<file path="config.mk">
export PLATFORM = sky130hd
export DESIGN_NAME = vram_block_dma_controller_unit
export DESIGN_NICKNAME = d
export VERILOG_FILES = /design/src/design/vbdma_pkg.sv /design/src/design/vbdma_out_fifo.sv /design/src/design/vram_block_dma_controller_unit.sv
export SDC_FILE = /design/constraint.sdc
export NUM_CORES = 1
export LEC_CHECK = 0
export BUFFER_PORTS_ARGS = -buffer_cell sky130_fd_sc_hd__buf_2
export CORE_ASPECT_RATIO = 1.25
export CORE_UTILIZATION = 50
export DETAILED_ROUTE_END_ITERATION = 10
export PLACE_DENSITY_LB_ADDON = 0.12
export SETUP_SLACK_MARGIN = 0.3
export SYNTH_ARGS = -nofsm -noshare
export SYNTH_HDL_FRONTEND = slang
export SYNTH_SLANG_ARGS = --single-unit
</file>
<file path="constraint.sdc">
create_clock -name clk_i -period 4.9 [get_ports clk_i]
set_input_delay 0.98 -clock clk_i [delete_from_list [all_inputs] [get_ports clk_i]]
set_output_delay 0.98 -clock clk_i [all_outputs]
set_load 0.01 [all_outputs]
</file>
<file path="src/design/vbdma_pkg.sv">
package vbdma_pkg;

  // Transfer phase of the copy engine.
  typedef enum logic [1:0] {
    PH_INACTIVE = 2'd0,
    PH_STARTING = 2'd1,
    PH_ACTIVE   = 2'd2,
    PH_PAUSED   = 2'd3
  } phase_e;

  // Kind of an input item.
  typedef enum logic [1:0] {
    CMD_WRITE  = 2'd0,
    CMD_READ   = 2'd1,
    CMD_TICK   = 2'd2,
    CMD_HBLANK = 2'd3
  } cmd_e;

  // Register selects for register-write items.
  localparam logic [2:0] SEL_SRC_HI  = 3'd0;
  localparam logic [2:0] SEL_SRC_LO  = 3'd1;
  localparam logic [2:0] SEL_DST_HI  = 3'd2;
  localparam logic [2:0] SEL_DST_LO  = 3'd3;
  localparam logic [2:0] SEL_CONTROL = 3'd4;

  // Configuration register index (byte address bit 2 selects the register).
  localparam logic CFG_IDX_COLOR_MODE = 1'b0;

  // Result queue geometry.
  localparam int unsigned OUT_DEPTH = 4;
  localparam int unsigned OUT_PTR_W = $clog2(OUT_DEPTH);
  localparam int unsigned OUT_CNT_W = OUT_PTR_W + 1;

  // One result item.
  typedef struct packed {
    logic [7:0]  read_data;
    logic        copy_valid;
    logic [15:0] source_addr;
    logic [12:0] dest_offset;
    logic        last;
  } result_t;

endpackage

</file>
<file path="src/design/vbdma_out_fifo.sv">
module vbdma_out_fifo (
  input  logic              clk_i,
  input  logic              rst_ni,
  input  logic [1:0]        push_n_i,
  input  vbdma_pkg::result_t push0_i,
  input  vbdma_pkg::result_t push1_i,
  output logic              space_o,
  output logic              valid_o,
  output vbdma_pkg::result_t data_o,
  input  logic              pop_i
);
  import vbdma_pkg::*;

  result_t                mem_q [OUT_DEPTH];
  logic [OUT_PTR_W-1:0]   wr_ptr_q, wr_ptr_d;
  logic [OUT_PTR_W-1:0]   rd_ptr_q, rd_ptr_d;
  logic [OUT_CNT_W-1:0]   count_q, count_d;
  logic                   pop;
  logic [OUT_PTR_W-1:0]   wr_ptr_nxt;

  assign valid_o    = (count_q != '0);
  assign data_o     = mem_q[rd_ptr_q];
  // Room for the largest burst one item can cause.
  assign space_o    = (count_q <= OUT_CNT_W'(OUT_DEPTH - 2));
  assign pop        = pop_i && valid_o;
  assign wr_ptr_nxt = wr_ptr_q + OUT_PTR_W'(1);

  always_comb begin
    wr_ptr_d = wr_ptr_q + OUT_PTR_W'(push_n_i);
    rd_ptr_d = pop ? rd_ptr_q + OUT_PTR_W'(1) : rd_ptr_q;
    count_d  = count_q + OUT_CNT_W'(push_n_i) - OUT_CNT_W'(pop);
  end

  always_ff @(posedge clk_i or negedge rst_ni) begin
    if (!rst_ni) begin
      wr_ptr_q <= '0;
      rd_ptr_q <= '0;
      count_q  <= '0;
    end else begin
      wr_ptr_q <= wr_ptr_d;
      rd_ptr_q <= rd_ptr_d;
      count_q  <= count_d;
    end
  end

  always_ff @(posedge clk_i) begin
    if (push_n_i != 2'd0) begin
      mem_q[wr_ptr_q] <= push0_i;
    end
    if (push_n_i == 2'd2) begin
      mem_q[wr_ptr_nxt] <= push1_i;
    end
  end

endmodule

</file>
<file path="src/design/vram_block_dma_controller_unit.sv">
// Video memory block DMA controller. Each input item is a register write
// (source high/low, destination high/low, control), a control read, a tick or
// a horizontal-blank pulse, selected by s_axis_tuser. A control write starts a
// general transfer (bit 7 clear) or a blanking transfer (bit 7 set) of
// ((control & 0x7F) + 1) * 16 bytes; a control write with bit 7 clear while a
// transfer runs cancels it. While a transfer runs, every fourth tick performs
// one step: the first step after a start or resume only arms the transfer,
// later steps emit up to two copy result items, each carrying a mapped source
// address (addresses at or above 0xE000 are mirrored down by 0x2000) and a
// 13-bit video memory offset. Blanking transfers move 16 bytes per blank and
// then pause until the next blank pulse. A control read returns one result
// item with the status byte (0xFF while color_mode is 0). The block takes one
// input item per cycle: all state updates for an item happen in the cycle it
// is accepted, and its results go into a four-entry result queue that drains
// one item per cycle on the master side. The input stalls only when that
// queue has fewer than two free entries, so the sustained rate is one input
// item per cycle as long as the downstream side keeps up with one result
// item per cycle. The APB port holds the single color_mode register at byte
// address 0 (reset value 1).
module vram_block_dma_controller_unit (
  input  logic        clk_i,
  input  logic        rst_ni,
  // Input items.
  input  logic        s_axis_tvalid,
  output logic        s_axis_tready,
  // [2:0] reg_select, [10:3] write_data, [12:11] lcd_mode, [15:13] zero
  input  logic [15:0] s_axis_tdata,
  // [1:0] command
  input  logic [1:0]  s_axis_tuser,
  // Result items.
  output logic        m_axis_tvalid,
  input  logic        m_axis_tready,
  // [7:0] read_data, [23:8] source_addr, [36:24] dest_offset, [39:37] zero
  output logic [39:0] m_axis_tdata,
  // [0] copy_valid
  output logic [0:0]  m_axis_tuser,
  output logic        m_axis_tlast,
  // Configuration port.
  input  logic        psel,
  input  logic        penable,
  input  logic        pwrite,
  input  logic [2:0]  paddr,
  input  logic [31:0] pwdata,
  output logic [31:0] prdata,
  output logic        pready
);
  import vbdma_pkg::*;

  // Architectural state.
  logic        color_mode_q, color_mode_d;
  logic [15:0] src_q, src_d;
  logic [12:0] dst_q, dst_d;
  logic [7:0]  cs_q, cs_d;
  logic [11:0] bytes_q, bytes_d;
  logic [4:0]  blank_q, blank_d;
  phase_e      phase_q, phase_d;
  logic        blank_mode_q, blank_mode_d;
  logic [2:0]  div_q, div_d;

  // Decoded input item.
  logic        in_acc;
  cmd_e        cmd;
  logic [2:0]  sel;
  logic [7:0]  wdata;
  logic [1:0]  lcd;

  // Events that move the transfer phase.
  logic        ctrl_wr;
  logic        xfer_start;
  logic        step_due;
  logic        copy_due;
  logic        blank_resume;

  // Copy step helpers.
  logic [1:0]  n_total;
  logic [1:0]  n_copy;
  logic [11:0] bytes_left;
  logic [4:0]  blank_left;
  logic [2:0]  div_dec;
  logic [15:0] src_inc;
  logic [12:0] dst_inc;

  // Results of this item.
  result_t     res0, res1;
  logic [1:0]  push_n;
  logic        q_space;
  result_t     q_data;
  logic        cfg_wr;

  // Addresses in the echo region are folded down by 0x2000.
  function automatic logic [15:0] mirror_addr(input logic [15:0] a);
    logic [15:0] r;
    r = a;
    if (a[15:13] == 3'b111) begin
      r = {3'b110, a[12:0]};
    end
    return r;
  endfunction

  assign in_acc = s_axis_tvalid && s_axis_tready;
  assign cmd    = cmd_e'(s_axis_tuser);
  assign sel    = s_axis_tdata[2:0];
  assign wdata  = s_axis_tdata[10:3];
  assign lcd    = s_axis_tdata[12:11];

  assign s_axis_tready = q_space;

  // Number of bytes the next copy step moves: at most two, bounded by the
  // whole-transfer count and, in blanking mode, by the per-blank count.
  always_comb begin
    n_total = (bytes_q < 12'd2) ? bytes_q[1:0] : 2'd2;
    n_copy  = n_total;
    if (blank_mode_q && (blank_q < {3'b000, n_total})) begin
      n_copy = blank_q[1:0];
    end
  end

  assign bytes_left = bytes_q - {10'd0, n_copy};
  assign blank_left = blank_mode_q ? (blank_q - {3'b000, n_copy}) : blank_q;
  assign div_dec    = div_q - 3'd1;
  assign src_inc    = src_q + 16'd1;
  assign dst_inc    = dst_q + 13'd1;

  // A control write either (re)starts a transfer or cancels the running one.
  assign ctrl_wr      = in_acc && (cmd == CMD_WRITE) && color_mode_q && (sel == SEL_CONTROL);
  assign xfer_start   = ctrl_wr && ((phase_q == PH_INACTIVE) || wdata[7]);
  // The tick that brings the divider to zero performs one engine step.
  assign step_due     = in_acc && (cmd == CMD_TICK) &&
                        ((phase_q == PH_STARTING) || (phase_q == PH_ACTIVE)) &&
                        (div_dec == 3'd0);
  assign copy_due     = step_due && (phase_q == PH_ACTIVE);
  assign blank_resume = in_acc && (cmd == CMD_HBLANK) && (phase_q == PH_PAUSED);

  // Next transfer phase.
  always_comb begin
    phase_d = phase_q;
    if (xfer_start) begin
      phase_d = (wdata[7] && (lcd != 2'd0)) ? PH_PAUSED : PH_STARTING;
    end else if (ctrl_wr) begin
      phase_d = PH_INACTIVE;
    end else if (step_due) begin
      if (phase_q == PH_STARTING) begin
        phase_d = PH_ACTIVE;
      end else if (bytes_left == 12'd0) begin
        phase_d = PH_INACTIVE;
      end else if (blank_mode_q && (blank_left == 5'd0)) begin
        phase_d = PH_PAUSED;
      end
    end else if (blank_resume) begin
      phase_d = PH_STARTING;
    end
  end

  // Result items caused by this input item.
  always_comb begin
    res0   = '0;
    res1   = '0;
    push_n = 2'd0;
    if (in_acc && (cmd == CMD_READ)) begin
      res0.read_data = color_mode_q ? cs_q : 8'hFF;
      res0.last      = 1'b1;
      push_n         = 2'd1;
    end else if (copy_due) begin
      res0.copy_valid  = 1'b1;
      res0.source_addr = mirror_addr(src_q);
      res0.dest_offset = dst_q;
      res0.last        = (n_copy == 2'd1);
      res1.copy_valid  = 1'b1;
      res1.source_addr = mirror_addr(src_inc);
      res1.dest_offset = dst_inc;
      res1.last        = 1'b1;
      push_n           = n_copy;
    end
  end

  always_comb begin
    src_d        = src_q;
    dst_d        = dst_q;
    cs_d         = cs_q;
    bytes_d      = bytes_q;
    blank_d      = blank_q;
    blank_mode_d = blank_mode_q;
    div_d        = div_q;

    if (in_acc) begin
      case (cmd)
        CMD_WRITE: begin
          if (color_mode_q) begin
            case (sel)
              SEL_SRC_HI: src_d = {wdata, src_q[7:0]};
              SEL_SRC_LO: src_d = {src_q[15:8], wdata[7:4], 4'h0};
              SEL_DST_HI: dst_d = {wdata[4:0], dst_q[7:0]};
              SEL_DST_LO: dst_d = {dst_q[12:8], wdata[7:4], 4'h0};
              SEL_CONTROL: begin
                if ((phase_q == PH_INACTIVE) || wdata[7]) begin
                  // Start or restart a transfer.
                  blank_mode_d = wdata[7];
                  bytes_d      = {({1'b0, wdata[6:0]} + 8'd1), 4'h0};
                  blank_d      = 5'd16;
                  cs_d         = {1'b0, wdata[6:0]};
                  div_d        = 3'd4;
                end else begin
                  // Cancel the running transfer.
                  cs_d    = {1'b1, wdata[6:0]};
                  bytes_d = '0;
                  blank_d = '0;
                end
              end
              default: ;
            endcase
          end
        end
        CMD_READ: ;
        CMD_TICK: begin
          if ((phase_q == PH_STARTING) || (phase_q == PH_ACTIVE)) begin
            if (div_dec == 3'd0) begin
              div_d = 3'd4;
              if (phase_q == PH_ACTIVE) begin
                src_d   = src_q + {14'd0, n_copy};
                dst_d   = dst_q + {11'd0, n_copy};
                bytes_d = bytes_left;
                blank_d = blank_left;
                cs_d    = {1'b0, bytes_left[10:4] - 7'd1};
                if (bytes_left == 12'd0) begin
                  cs_d = 8'hFF;
                end
              end
            end else begin
              div_d = div_dec;
            end
          end else begin
            div_d = 3'd0;
          end
        end
        CMD_HBLANK: begin
          if (phase_q == PH_PAUSED) begin
            blank_d = 5'd16;
            div_d   = 3'd4;
          end
        end
        default: ;
      endcase
    end
  end

  // Configuration port: a single one-bit register, always ready.
  assign pready = 1'b1;
  assign cfg_wr = psel && penable && pwrite && pready;

  always_comb begin
    color_mode_d = color_mode_q;
    if (cfg_wr && (paddr[2] == CFG_IDX_COLOR_MODE)) begin
      color_mode_d = pwdata[0];
    end
  end

  assign prdata = (paddr[2] == CFG_IDX_COLOR_MODE) ? {31'd0, color_mode_q} : 32'd0;

  always_ff @(posedge clk_i or negedge rst_ni) begin
    if (!rst_ni) begin
      color_mode_q <= 1'b1;
      src_q        <= '0;
      dst_q        <= '0;
      cs_q         <= '0;
      bytes_q      <= '0;
      blank_q      <= '0;
      phase_q      <= PH_INACTIVE;
      blank_mode_q <= 1'b0;
      div_q        <= '0;
    end else begin
      color_mode_q <= color_mode_d;
      src_q        <= src_d;
      dst_q        <= dst_d;
      cs_q         <= cs_d;
      bytes_q      <= bytes_d;
      blank_q      <= blank_d;
      phase_q      <= phase_d;
      blank_mode_q <= blank_mode_d;
      div_q        <= div_d;
    end
  end

  // Result queue decouples the burst of up to two results from the master side.
  vbdma_out_fifo u_out_fifo (
    .clk_i    (clk_i),
    .rst_ni   (rst_ni),
    .push_n_i (push_n),
    .push0_i  (res0),
    .push1_i  (res1),
    .space_o  (q_space),
    .valid_o  (m_axis_tvalid),
    .data_o   (q_data),
    .pop_i    (m_axis_tready)
  );

  assign m_axis_tdata = {3'b000, q_data.dest_offset, q_data.source_addr, q_data.read_data};
  assign m_axis_tuser = q_data.copy_valid;
  assign m_axis_tlast = q_data.last;

endmodule
</file>
Yosys cells after proc, flatten, opt, wreduce, memory -nomap -nowiden

Memories as Yosys holds them, arrays and structs flattened.
Cells that the tools add are included.

Register bits after elaboration: 68
Bits in writable memories: 156
Word-level logic and storage cells: 174
Input port bits: 60
Output and inout port bits: 77
Memories: 1

Memories:

| memory           | depth | width | rd ports | clocked after memory_dff | write ports | line                 | source |
|---|---|---|---|---|---|---|---|
| u_out_fifo.mem_q | 4     | 39    | 1        | 0                        | 2           | vbdma_out_fifo.sv:14 | `result_t mem_q [OUT_DEPTH];` |

Magnitude comparators: 3
Add/sub/neg operators: 14
Equal/unequal tests: 30
Reductions and logical operators: 42
Bitwise logic cells: 1
Muxes and demuxes: 69

Operator list:

| operator                                                               | count |
|---|---|
| 16-bit two-way mux                                                     | 6 |
| 31-bit two-way mux                                                     | 3 |
| 12-bit two-way mux                                                     | 6 |
| 8-bit two-way mux                                                      | 9 |
| 16-bit one-hot mux with 2 select lines                                 | 2 |
| 13-bit two-way mux                                                     | 4 |
| 13-bit one-hot mux with 2 select lines                                 | 2 |
| 5-bit two-way mux                                                      | 8 |
| 8-bit AND reduction                                                    | 5 |
| 30-bit two-way mux                                                     | 1 |
| 2-bit two-way mux                                                      | 12 |
| 12-bit one-hot mux with 2 select lines                                 | 1 |
| 2-bit by 1-bit != test with 1-bit output (second input constant)       | 10 |
| 1-bit logical AND                                                      | 19 |
| 3-bit two-way mux                                                      | 6 |
| 16-bit by 1-bit adder with 16-bit output (second input constant)       | 1 |
| 16-bit by 2-bit adder with 16-bit output                               | 1 |
| 8-bit one-hot mux with 2 select lines                                  | 1 |
| 5-bit one-hot mux with 3 select lines                                  | 1 |
| 13-bit by 1-bit adder with 13-bit output (second input constant)       | 1 |
| 13-bit by 2-bit adder with 13-bit output                               | 1 |
| 12-bit zero test                                                       | 1 |
| 12-bit by 2-bit < comparator with 1-bit output (second input constant) | 1 |
| 12-bit by 2-bit subtractor with 12-bit output                          | 1 |
| 31 further kinds                                                       | 56 |

Longest topological paths before layout

Gate-level depths: netlist (run 1).

Depth after elaboration: 15
Depth in mapped cells: 18

By module

Synthesis (run 1) repeated with hierarchy kept, for this count alone.

Cell total of the unflattened synthesis: 1206
Area total of the unflattened synthesis: 13847.0 sq um

Modules (own cells, without submodules):

| module                         | cells an instance | times used | area an instance (sq um) | sequential area each (sq um) |
|---|---|---|---|---|
| vbdma_out_fifo                 | 417               | 1          | 7971.4                   | 4859.7 |
| vram_block_dma_controller_unit | 789               | 1          | 5875.6                   | 1527.7 |

Worst setup path after synthesis (run 1)

OpenSTA, ideal clock, no wires.

Path kind: register to register
Start point: register blank_q[3]
End point: register cs_q[5]
Buffers on the path: 1
Stages on the path, launching flop included: 16
Data required time: 4.776 ns
Library setup time: 0.124 ns
Path slack: 1.279 ns
Arrival: 3.498 ns
Path through: dfrtp_1 > buf_6 > or4b_1 > nor2_1 > nor2_1 > nor2_1 > ha_1 > inv_1 > ha_1 > a2111oi_2 > xor2_1 > or3_1 > or4_1 > o221ai_1 > xor2_1 > o31a_1

Longest elaborated chain between the ends: 10

RTL lines:

| element                                                                         | line                                                                         | source |
|---|---|---|
| start: declaration                                                              | vram_block_dma_controller_unit.sv:55                                         | `logic [4:0] blank_q, blank_d;` |
| start signal: assignment                                                        | vram_block_dma_controller_unit.sv:276                                        | `blank_q <= blank_d;` |
| 5-bit by 2-bit < comparator with 1-bit output *                                 | vram_block_dma_controller_unit.sv:113                                        | `if (blank_mode_q && (blank_q < {3'b000, n_total})) begin` |
| 1-bit logical AND *                                                             | vram_block_dma_controller_unit.sv:113                                        |  |
| 2-bit two-way mux *                                                             | vram_block_dma_controller_unit.sv:113                                        |  |
| 12-bit by 2-bit subtractor with 12-bit output *                                 | vram_block_dma_controller_unit.sv:118                                        | `assign bytes_left = bytes_q - {10'd0, n_copy};` |
| 7-bit by 1-bit subtractor with 7-bit output or 12-bit zero test (tied branches) | vram_block_dma_controller_unit.sv:223, vram_block_dma_controller_unit.sv:224 |  |
| 8-bit two-way mux *                                                             | vram_block_dma_controller_unit.sv:224                                        | `if (bytes_left == 12'd0) begin` |
| 8-bit two-way mux *                                                             | vram_block_dma_controller_unit.sv:218                                        | `if (phase_q == PH_ACTIVE) begin` |
| 8-bit two-way mux *                                                             | vram_block_dma_controller_unit.sv:216                                        | `if (div_dec == 3'd0) begin` |
| 8-bit two-way mux *                                                             | vram_block_dma_controller_unit.sv:215                                        | `if ((phase_q == PH_STARTING) \|\| (phase_q == PH_ACTIVE)) begin` |
| 8-bit one-hot mux with 2 select lines *                                         | vram_block_dma_controller_unit.sv:186                                        | `case (cmd)` |
| end signal: assignment                                                          | vram_block_dma_controller_unit.sv:274                                        | `cs_q <= cs_d;` |
| end: declaration                                                                | vram_block_dma_controller_unit.sv:53                                         | `logic [7:0] cs_q, cs_d;` |

Every way passes the cells marked *; elsewhere a longest branch is shown, timed or not. The select of a mux whose other input is x is not followed.
A chain may end at the register's enable or synchronous reset.

Worst setup path after layout (run 1)

Start point: register bytes_q[7]
End point: register phase_q[1]

Longest elaborated chain between the ends: 12

RTL lines:

| element                                        | line                                  | source |
|---|---|---|
| start: declaration                             | vram_block_dma_controller_unit.sv:54  | `logic [11:0] bytes_q, bytes_d;` |
| start signal: assignment                       | vram_block_dma_controller_unit.sv:275 | `bytes_q <= bytes_d;` |
| 12-bit by 2-bit < comparator with 1-bit output | vram_block_dma_controller_unit.sv:111 | `n_total = (bytes_q < 12'd2) ? bytes_q[1:0] : 2'd2;` |
| 2-bit two-way mux                              | vram_block_dma_controller_unit.sv:111 |  |
| 5-bit by 2-bit < comparator with 1-bit output  | vram_block_dma_controller_unit.sv:113 |  |
| 1-bit logical AND                              | vram_block_dma_controller_unit.sv:113 |  |
| 2-bit two-way mux                              | vram_block_dma_controller_unit.sv:113 |  |
| 12-bit by 2-bit subtractor with 12-bit output  | vram_block_dma_controller_unit.sv:118 |  |
| 12-bit zero test                               | vram_block_dma_controller_unit.sv:144 | `end else if (bytes_left == 12'd0) begin` |
| 2-bit two-way mux                              | vram_block_dma_controller_unit.sv:144 |  |
| 2-bit two-way mux                              | vram_block_dma_controller_unit.sv:142 | `if (phase_q == PH_STARTING) begin` |
| 2-bit two-way mux                              | vram_block_dma_controller_unit.sv:141 | `end else if (step_due) begin` |
| 2-bit two-way mux                              | vram_block_dma_controller_unit.sv:139 | `end else if (ctrl_wr) begin` |
| 2-bit two-way mux                              | vram_block_dma_controller_unit.sv:137 | `if (xfer_start) begin` |
| end signal: assignment                         | vram_block_dma_controller_unit.sv:277 | `phase_q <= phase_d;` |
| end: declaration                               | vram_block_dma_controller_unit.sv:56  | `phase_e phase_q, phase_d;` |

Several ways; a longest one is shown, not always the timed one.

==> results of run 1 <==
sequential cells by signal (all words and copies together) (netlist names):
register             count
u_out_fifo.mem_q       156
src_q                   16
dst_q                   13
bytes_q                 12
cs_q                     8
blank_q                  5
div_q                    3
u_out_fifo.count_q       3
phase_q                  2
u_out_fifo.rd_ptr_q      2
u_out_fifo.wr_ptr_q      2
blank_mode_q             1
color_mode_q             1
power groups by stage:
stage | combinational [mW] | sequential (mW) | clock [mW]
after floorplan | 2.05 | 2.45 | 0
after global placement | 2.37 | 2.86 | 0
after detailed placement | 2.40 | 2.87 | 0
after CTS | 2.41 | 2.83 | 1.80
after global routing | 2.63 | 2.90 | 1.87
final | 2.39 | 2.84 | 1.77
per-layer routing:
metal	vias to the layer above	track usage [%]
met4	0	10.6
met3	66	2.82
met2	492	48.4
met1	5543	36.5
met5	-	0
li1	5324	-
final timing paths:
path / to / startpoint / cells past startpoint / slack (ns)
setup reg to reg: phase_q[1] / bytes_q[7] / 13 / 0.71
min in group asynchronous: bytes_q[3] / rst_ni / 1 / 0.56
max in group asynchronous: u_out_fifo.rd_ptr_q[1] / rst_ni / 1 / 3.63
hold / removal: u_out_fifo.mem_q[2][38] / u_out_fifo.mem_q[2][38] / 2 / 0.47
hold reg to reg: u_out_fifo.mem_q[2][38] / u_out_fifo.mem_q[2][38] / 2 / 0.47
setup / recovery: phase_q[1] / bytes_q[7] / 13 / 0.71
cell type report:
type / instances / area [sq um]
clock buffers: 32 / 684
clock inverters: 10 / 72.6
fillers: 2361 / 11500
inverters: 28 / 105
multi-input cells: 1075 / 6710
flip-flops and latches: 224 / 6070
well taps: 340 / 425
repair buffers: 106 / 648
synth_stat cells (4+ instances only):
| master | number | area, sq um |
|---|---|---|
| edfxtp_1 | 124 | 3720 |
| clkbuf_1 | 108 | 405 |
| nor3_1 | 44 | 220 |
| nand4_1 | 13 | 81.3 |
| inv_1 | 27 | 101 |
| o21a_1 | 5 | 37.5 |
| a22oi_1 | 77 | 578 |
| nor2_1 | 205 | 769 |
| o22ai_1 | 16 | 100 |
| o22a_1 | 4 | 35.0 |
| nor3b_1 | 7 | 52.6 |
| o21ai_0 | 169 | 846 |
| nand3_1 | 60 | 300 |
| buf_1 | 7 | 26.3 |
| o211ai_1 | 6 | 45.0 |
| a22o_1 | 6 | 52.6 |
| nor2b_1 | 13 | 81.3 |
| mux4_2 | 39 | 878 |
| and3_1 | 26 | 163 |
| and2_1 | 9 | 56.3 |
| xnor2_1 | 15 | 131 |
| dfxtp_1 | 32 | 641 |
| nand2_1 | 87 | 327 |
| ha_1 | 23 | 288 |
| dfrtp_1 | 67 | 1680 |
| nor4_1 | 7 | 43.8 |
| a31oi_1 | 8 | 50.1 |
| o31ai_1 | 10 | 75.1 |
| buf_4 | 36 | 270 |
| or3_1 | 10 | 62.6 |
| buf_2 | 9 | 45.0 |
| a21oi_1 | 90 | 450 |
| xor2_1 | 11 | 96.3 |
worst reg2reg max path: cells and delay by family, from the launching register on:
| family | cells | cell delay (ns) |
|---|---|---|
| adder cells (fa/ha/maj) | 1 | 0.25 |
| AND/OR/NAND/NOR | 6 | 1.86 |
| flip-flops | 1 | 0.52 |
| AO/OA/AOI/OAI | 6 | 1.41 |
through the flow:
step	instance area [sq um]	hold WS [ns]	power [mW]
floorplan	13600	0.438	4.50
global placement	14000	0.448	5.23
detailed placement	14000	0.457	5.27
CTS	14700	0.471	7.04
global route	14700	0.500	7.39
finish	14700	0.469	7.00
cells by family after synthesis:
group,count (synthesis),share of synthesized area (%)
muxes,40,6.58
and+or+nand+nor,509,17.8
adders and majority gates,26,2.44
DFF,224,44.9
xor gates and xnor gates,26,1.69
AOI/OAI and AO/OA,439,20.1
other,2,0.0556
buffers and inverters,189,6.39
==> out/results.ini, run 1 <==
[status]
outcome=complete, no violations

[yosys]
synthCells=1455
synthDistinctLibCells=94
synth_flop_cell=edfxtp_1
async_flop_share_pct=30.4
avgSynthCellArea_sq_um=9.28
synth_seq_area_share_pct=44.9
synthesis.area_sq_um=13500
ys_warn_count=0
synth_edf_count=124
ys_seq_elements=224

[critical_path]
cp.arrival_ns=4.56
cp_max_fo=12
slowest_delay_ns=0.52
cp_cell_sequence=nor4_2 -> nand4_1 -> o22ai_1 -> nor2_1 -> ha_1 -> nor4_1 -> nand4_1 -> a21oi_1 -> a21boi_0 -> a2bb2oi_1 -> a21oi_1 -> nor3b_1 -> a222oi_1
path_buf_inv=0
criticalPathCategory=reg -> reg
end_kind=register
cp_top_family=simple AND/OR/NAND/NOR gates
slowest_stage=dfrtp_1
required_ns=5.28
cp-start-kind=register

[floorplan]
die_y_microns=186
die_area_sq_um=27700
fp.coreArea_sq_um=26300
die_w_microns=149
start_util_pct=51.4
rows=66
ios=137

[clock_tree]
post-cts-setup-buffer-count=0
cts_root_buffer=clkbuf_16
hold_buffers=0
cts_resized=0
cts.clk_slew.worst_paths_ns=0.06
cts_htree_levels=1
cts_max_path_buffers=3
cts_tree=yes
insertion_delay_ns=0.53
numCtsBuffers=24
numClockSinks=224

[drt]
drt_iter0_drc=1053
wl_per_cell_microns=21.2
vias_per_cell=6.29
dr.pass1.iters=7
highest_layer=met4
drtAntennaViolNets=0
route.met3.wl_mm=2.55
wl_mm=38.4
vias=11400
dr_wl_met2_mm=19.1
m1WireLength_mm=15.7
post-route-drc-count=0

[sta]
finalCritPeriodShare_pct=85.4
finalSetupViolCount=0
setup_slack_ns=0.714
slew_violations=0
setup_tns_ns=0
slew-limit-headroom_pct=21.4
tightest_slew_ns=1.18
max_freq_ghz=0.239
grt_setup_unrepaired=false
period_minus_slack_ns=4.19
hold_violations=0
skew_ns=0.0125

[grt]
grt-ovfl-total=0
antenna_found_initial=0
grt_pass1_wl_mm=60.1
grt_use_total_pct=28.1
grt_pass1_vias=10900
grt_max_degree=118

[finish]
fin_util_pct=56.0
area_growth_pct=8.93
final_common_cell=nor2_1
layout_common_cells=nor2_1 (205), o21ai_0 (169), edfxtp_1 (124)
drive_gt1_share_pct=14.0
finalNetCount=1543
antenna_cells=0
instances_no_fill=1815

[placed_design]
io_buffers=65
dp.cells=1773
place_congestion=0.899
dp_slack_ns=0.775
dp_hpwl_mm=25.9

[pwr]
powerDensity_nw_per_um2=476
p_comb_share_pct=34.2
clock_power_share_pct=25.2
irDropWorstVdd_v=0.000413
p_int_mw=4.35
leakage_nw=5.26
p_sw_share_pct=37.9
pwr-share-seq_pct=40.6
switchingPower_mw=2.65

[worst_hold_path]
hold_path.class=reg -> reg

[job]
cap_viol_max_count=0

(Power assumes the default switching activity.)
==> run 2: changes to the inputs <==
--- a/config.mk
+++ b/config.mk
@@ -5,10 +5,10 @@
 export SDC_FILE = /design/constraint.sdc
 export NUM_CORES = 1
 export LEC_CHECK = 0
-export BUFFER_PORTS_ARGS = -buffer_cell sky130_fd_sc_hd__buf_2
 export CORE_ASPECT_RATIO = 1.25
 export CORE_UTILIZATION = 50
 export DETAILED_ROUTE_END_ITERATION = 10
+export DONT_BUFFER_PORTS = 1
 export PLACE_DENSITY_LB_ADDON = 0.12
 export SETUP_SLACK_MARGIN = 0.3
 export SYNTH_ARGS = -nofsm -noshare
==> run 2 against run 1 <==
Clock power is 5% lower; sequential power hardly changed; power is 3.6% lower; worst hold slack worse by 0.31 ns; critical path depth is 1 higher; non-clock buffer count is 72 lower; largest cell class unchanged; die area stayed put; first-iteration DRC count is 19% lower; global-route usage is 0.40 points lower; count of clock-buffer cells in the layout is 1 lower; clock skew is 0.0022 ns lower; highest routed layer unchanged.
==> out/results.ini, run 2 (same netlist as run 1, synthesis figures left out) <==
[drt]
vias_per_cell=6.34  ; +0.65%
post-route-drc-count=0  ; unchanged
drtAntennaViolNets=0  ; unchanged
dr.pass1.iters=6  ; -1
wl_per_cell_microns=21.8  ; +2.9%
wl_mm=38.0  ; -1.2%
drt_iter0_drc=858  ; -19%
vias=11000  ; -3.3%

[critical_path]
reg2reg_depth=14  ; +1
criticalPathCategory=reg -> reg
cp-start-kind=register
r2r_start=bytes_q[9]
cp_max_fo=9  ; -3
slowest_delay_ns=0.48  ; -0.04 ns
end_kind=register
ff2ff_setup_slack_ns=0.91  ; +0.19 ns
required_ns=5.35  ; +0.07 ns
slowest_stage=a2111oi_4
cp.arrival_ns=4.44  ; -0.12 ns
reg2reg_to=cs_q[1]
cp_cell_sequence=nor4_2 -> nand4_1 -> buf_4 -> o22ai_1 -> nor2_1 -> ha_1 -> nor4_1 -> nand4_1 -> a21oi_1 -> a21boi_0 -> a2bb2oi_1 -> a2111oi_4 -> o22ai_1 -> o21ai_1

[floorplan]
die_y_microns=186  ; unchanged
start_util_pct=51.4  ; unchanged
die_area_sq_um=27700  ; unchanged
fp.coreArea_sq_um=26300  ; unchanged
rows=66  ; unchanged
ios=137  ; unchanged
die_w_microns=149  ; unchanged

[finish]
largest_register_ffs=156  ; unchanged
layout_common_cells=nor2_1 (205), o21ai_0 (169), edfxtp_1 (124)
drive_gt1_share_pct=9.26  ; -4.7 points
fillerInstances=2401  ; +1.7%
fin_area_sq_um=14300  ; -2.7%
antenna_cells=0  ; unchanged
fin_util_pct=54.5  ; -1.5 points
top_regs=u_out_fifo.mem_q (156), src_q (16), dst_q (13)
finalNetCount=1471  ; -4.7%
final_common_cell=nor2_1
area_growth_pct=5.96
instances_no_fill=1744  ; -3.9%
top_register=u_out_fifo.mem_q

[clock_tree]
numCtsBuffers=24  ; unchanged
insertion_delay_ns=0.52  ; about the same
cts_resized=0  ; unchanged
numClockSinks=224  ; unchanged
post-cts-setup-buffer-count=0  ; unchanged
cts_root_buffer=clkbuf_16
cts_tree=yes
cts_max_path_buffers=3  ; unchanged
hold_buffers=0  ; unchanged
cts.clk_slew.worst_paths_ns=0.06  ; about the same
cts_htree_levels=1  ; unchanged

[placed_design]
place_congestion=0.911  ; +1.3%
dp_slack_ns=0.950  ; +0.176 ns
io_buffers=0  ; -100%
place_area_sq_um=13600  ; -2.6%
dp.cells=1701  ; -4.1%
dp_hpwl_mm=25.4  ; -1.9%

[sta]
skew_ns=0.0103  ; -0.00219 ns
setup_slack_ns=0.909  ; +0.195 ns
hold_violations=0  ; unchanged
whs_ns=0.154  ; -0.315 ns
slew_violations=0  ; unchanged
tightest_slew_ns=1.20  ; +0.0185 ns
max_freq_ghz=0.251  ; +4.9%
finalSetupViolCount=0  ; unchanged
finalCritPeriodShare_pct=81.5  ; -4.0 points
setup_tns_ns=0  ; unchanged
grt_setup_unrepaired=false
period_minus_slack_ns=3.99  ; -0.195 ns
slew-limit-headroom_pct=20.2  ; -1.2 points

[pwr]
power.total_mw=6.75  ; -3.6%
powerDensity_nw_per_um2=472  ; -0.91%
irDropWorstVdd_v=0.000401  ; -2.9%
leakage_nw=4.92  ; -6.4%

[grt]
grt_max_degree=118  ; unchanged
grt-ovfl-total=0  ; unchanged
grt_pass1_vias=10400  ; -4.1%
grt_pass1_wl_mm=59.4  ; -1.1%
antenna_found_initial=0  ; unchanged
grt_use_total_pct=27.7  ; -0.40 points

[status]
outcome=complete, no violations

[job]
cap_viol_max_count=0  ; unchanged

[worst_hold_path]
hold_path.class=in -> async

run 2: per-layer routing:
metal | GRT usage, % | part of all wire (%)
met5 | 0 | 0
met4 | 9.06 | 2.4
met3 | 3.28 | 6.0
met2 | 47.3 | 50
met1 | 36.5 | 41
run 2: worst max-delay path by stage:
stage	slack, ns	from	depth (start not counted)	end
finish	0.91	bytes_q[9]	14	cs_q[1]
CTS	0.93	bytes_q[9]	14	cs_q[1]
floorplan	1.28	blank_q[3]	15	cs_q[5]
global route	0.50	bytes_q[9]	17	cs_q[4]
detailed placement	0.95	bytes_q[9]	14	cs_q[1]
global placement	0.95	bytes_q[9]	14	cs_q[1]
run 2: where the power goes:
part | switching, mW | total, mW | internal (mW)
sequential | 0.556 | 2.81 | 2.25
combinational | 1.30 | 2.26 | 0.955
clock | 0.733 | 1.69 | 0.955
total | 2.59 | 6.75 | 4.16
run 2: final cells by class:
class,instances,area (sq um),share of cell area [%]
multi-input cells,1075,6710,46.9
flip-flops and latches,224,6070,42.4
clock buffers,31,627,4.38
well taps,340,425,2.97
repair buffers,34,280,1.96
inverters,28,105,0.734
clock inverters,12,95.1,0.664
run 2: critical path: cells and delay by family (launching register included):
family          cells  cell delay, ns
buf+inv             1            0.19
flops               1            0.46
simple gates        5            1.19
fa+ha+maj           1            0.24
compound gates      7            1.81
==> run 3: changes to the inputs <==
==> constraint.sdc (replaced) <==
create_clock -name clk_i -period 4 [get_ports clk_i]
set_input_delay 0.8 -clock clk_i [delete_from_list [all_inputs] [get_ports clk_i]]
set_output_delay 0.8 -clock clk_i [all_outputs]
set_load 0.01 [all_outputs]
==> run 3 against run 2 <==
Non-clock buffer count grew 32; utilization grew 1.4 points; flip-flop and latch count is the same; wire length grew 2.3%; sequential share of layout area shrank 1.0 points; register-to-register slack lost 0.47 ns; critical path depth is the same; design area grew 2.5%; global-route usage grew 0.70 points; maximum frequency grew 12%; worst hold slack lost 0.047 ns; final cell count grew 1.8%; critical path type unchanged; largest cell class unchanged.
==> out/results.ini, run 3 (same netlist as run 1, synthesis figures left out) <==
[status]
outcome=complete, no violations

[finish]
fillerInstances=2376  ; -1.0%
final_common_cell=nor2_1
instances_no_fill=1776  ; +1.8%
area_growth_pct=8.60
antenna_cells=0  ; unchanged
finalNetCount=1503  ; +2.2%
top_regs=u_out_fifo.mem_q (156), src_q (16), dst_q (13)
top_register=u_out_fifo.mem_q
layout_common_cells=nor2_1 (203), o21ai_0 (169), edfxtp_1 (124)
drive_gt1_share_pct=11.8  ; +2.6 points
largest_register_ffs=156  ; unchanged

[drt]
wl_mm=38.8  ; +2.3%
highest_layer=met4
wl_per_cell_microns=21.9  ; +0.44%
post-route-drc-count=0  ; unchanged
dr_wl_met2_mm=19.3  ; +1.2%
drtAntennaViolNets=0  ; unchanged
vias=11300  ; +2.1%
route.met3.wl_mm=2.48  ; +8.8%
vias_per_cell=6.35  ; +0.22%
m1WireLength_mm=15.9  ; +0.76%
drt_iter0_drc=882  ; +2.8%
dr.pass1.iters=6  ; unchanged

[floorplan]
rows=66  ; unchanged
start_util_pct=51.4  ; unchanged
fp.coreArea_sq_um=26300  ; unchanged
die_w_microns=149  ; unchanged
die_y_microns=186  ; unchanged
ios=137  ; unchanged
die_area_sq_um=27700  ; unchanged

[sta]
finalCritPeriodShare_pct=88.9  ; +7.5 points
slew_violations=0  ; unchanged
period_minus_slack_ns=3.56  ; -0.435 ns
setup_slack_ns=0.443  ; -0.465 ns
tightest_slew_ns=1.17  ; -0.0230 ns
hold_violations=0  ; unchanged
finalSetupViolCount=0  ; unchanged
skew_ns=0.0152  ; +0.00484 ns
whs_ns=0.107  ; -0.0468 ns
setup_tns_ns=0  ; unchanged
slew-limit-headroom_pct=21.7  ; +1.5 points
grt_setup_unrepaired=false
max_freq_ghz=0.281  ; +12%

[grt]
grt_max_degree=118  ; unchanged
grt-ovfl-total=0  ; unchanged
antenna_found_initial=0  ; unchanged
grt_use_total_pct=28.4  ; +0.70 points
grt_pass1_wl_mm=60.6  ; +2.0%
grt_pass1_vias=10800  ; +3.6%

[pwr]
irDropWorstVdd_v=0.000491  ; +23%
power.total_mw=8.62  ; +28%
leakage_nw=5.12  ; +4.1%
powerDensity_nw_per_um2=588  ; +25%

[critical_path]
crit_start=bytes_q[6]
cp-start-kind=register
cp.arrival_ns=3.97  ; -0.47 ns
ff2ff_setup_slack_ns=0.44  ; -0.47 ns
r2r_start=bytes_q[6]
reg2reg_depth=14  ; unchanged
required_ns=4.41  ; -0.94 ns
criticalPathCategory=reg -> reg
reg2reg_to=cs_q[5]
cp_max_fo=8  ; -1
end_kind=register

[clock_tree]
insertion_delay_ns=0.53  ; about the same
cts_root_buffer=clkbuf_16
cts_htree_levels=1  ; unchanged
cts.clk_slew.worst_paths_ns=0.06  ; about the same
cts_tree=yes
cts_max_path_buffers=3  ; unchanged
numClockSinks=224  ; unchanged
numCtsBuffers=24  ; unchanged

[worst_hold_path]
hold_path.class=in -> async

[placed_design]
place_congestion=0.909  ; -0.27%
dp_slack_ns=0.221  ; -0.729 ns
dp.cells=1728  ; +1.6%
io_buffers=0  ; unchanged
dp_hpwl_mm=26.0  ; +2.4%

[job]
cap_viol_max_count=0  ; unchanged

[run 3: cell count changes in the layout (fill, tap and decap cells not counted), sizes merged]
| cell | delta |
|---|---|
| clkinv | -1 |
| clkinvlp | -1 |
| clkbuf | +1 |
| buf | +32 |
| bufinv | +1 |
[run 3: worst max-delay path, cell delays in order (launching register included)]
cell and delay, ns:
dfrtp_1 0.48, nor3_1 0.35, and4_1 0.26, nor2_1 0.07
nor2_2 0.14, ha_1 0.16, inv_1 0.07, ha_2 0.21
a2111oi_4 0.34, xor2_2 0.14, or3_1 0.35, or4_1 0.41
o221ai_1 0.11, xor2_1 0.12, o31a_1 0.25
[run 3: where the power goes]
part / leakage [nW] / total (mW) / internal (mW) / switching [mW]
Sequential: 2.27 / 3.39 / 2.76 / 0.633
Combinational: 2.48 / 3.06 / 1.34 / 1.72
Clock: 0.367 / 2.17 / 1.25 / 0.919
Total: 5.12 / 8.62 / 5.35 / 3.27
[run 3: per-stage QoR]
stage / instance area (sq um) / util [%]
floorplan: 13600 / -
global placement: 13800 / 52.6
detailed placement: 13800 / 52.6
CTS: 14600 / 55.6
global route: 14700 / 55.9
finish: 14700 / 55.9
[run 3: cell type report]
class / count / area, sq um / share of cell area (%)
Clock buffer: 32 / 641 / 4.37
Clock inverter: 11 / 115 / 0.785
Inverter: 28 / 105 / 0.717
Multi-Input combinational cell: 1075 / 6760 / 46.1
Sequential cell: 224 / 6070 / 41.4
Tap cell: 340 / 425 / 2.90
Timing Repair Buffer: 66 / 553 / 3.77
[run 3: what timing repair did]
action | CTS | global route
endpoints found under the hold margin | 67 | 0
resized for setup | 1 | 9
pin swaps | 2 | 5
setup buffers | 1 | 3
endpoints found under the setup margin | 7 | 8
hold buffers | 1 | 0
[run 3: metal layers]
metal,vias to the layer above,global-route usage [%]
met5,-,0
met4,0,10.4
met3,71,3.28
met2,455,49.1
met1,5514,36.6
li1,5237,-
[run 3: worst max path at each step]
stage	end	slack, ns
6_report	cs_q[5]	0.44
5_1_grt	cs_q[5]	0.28
4_1_cts	cs_q[4]	0.31
3_5_place_dp	cs_q[0]	0.22
3_3_place_gp	cs_q[1]	0.24
2_1_floorplan	cs_q[5]	0.38
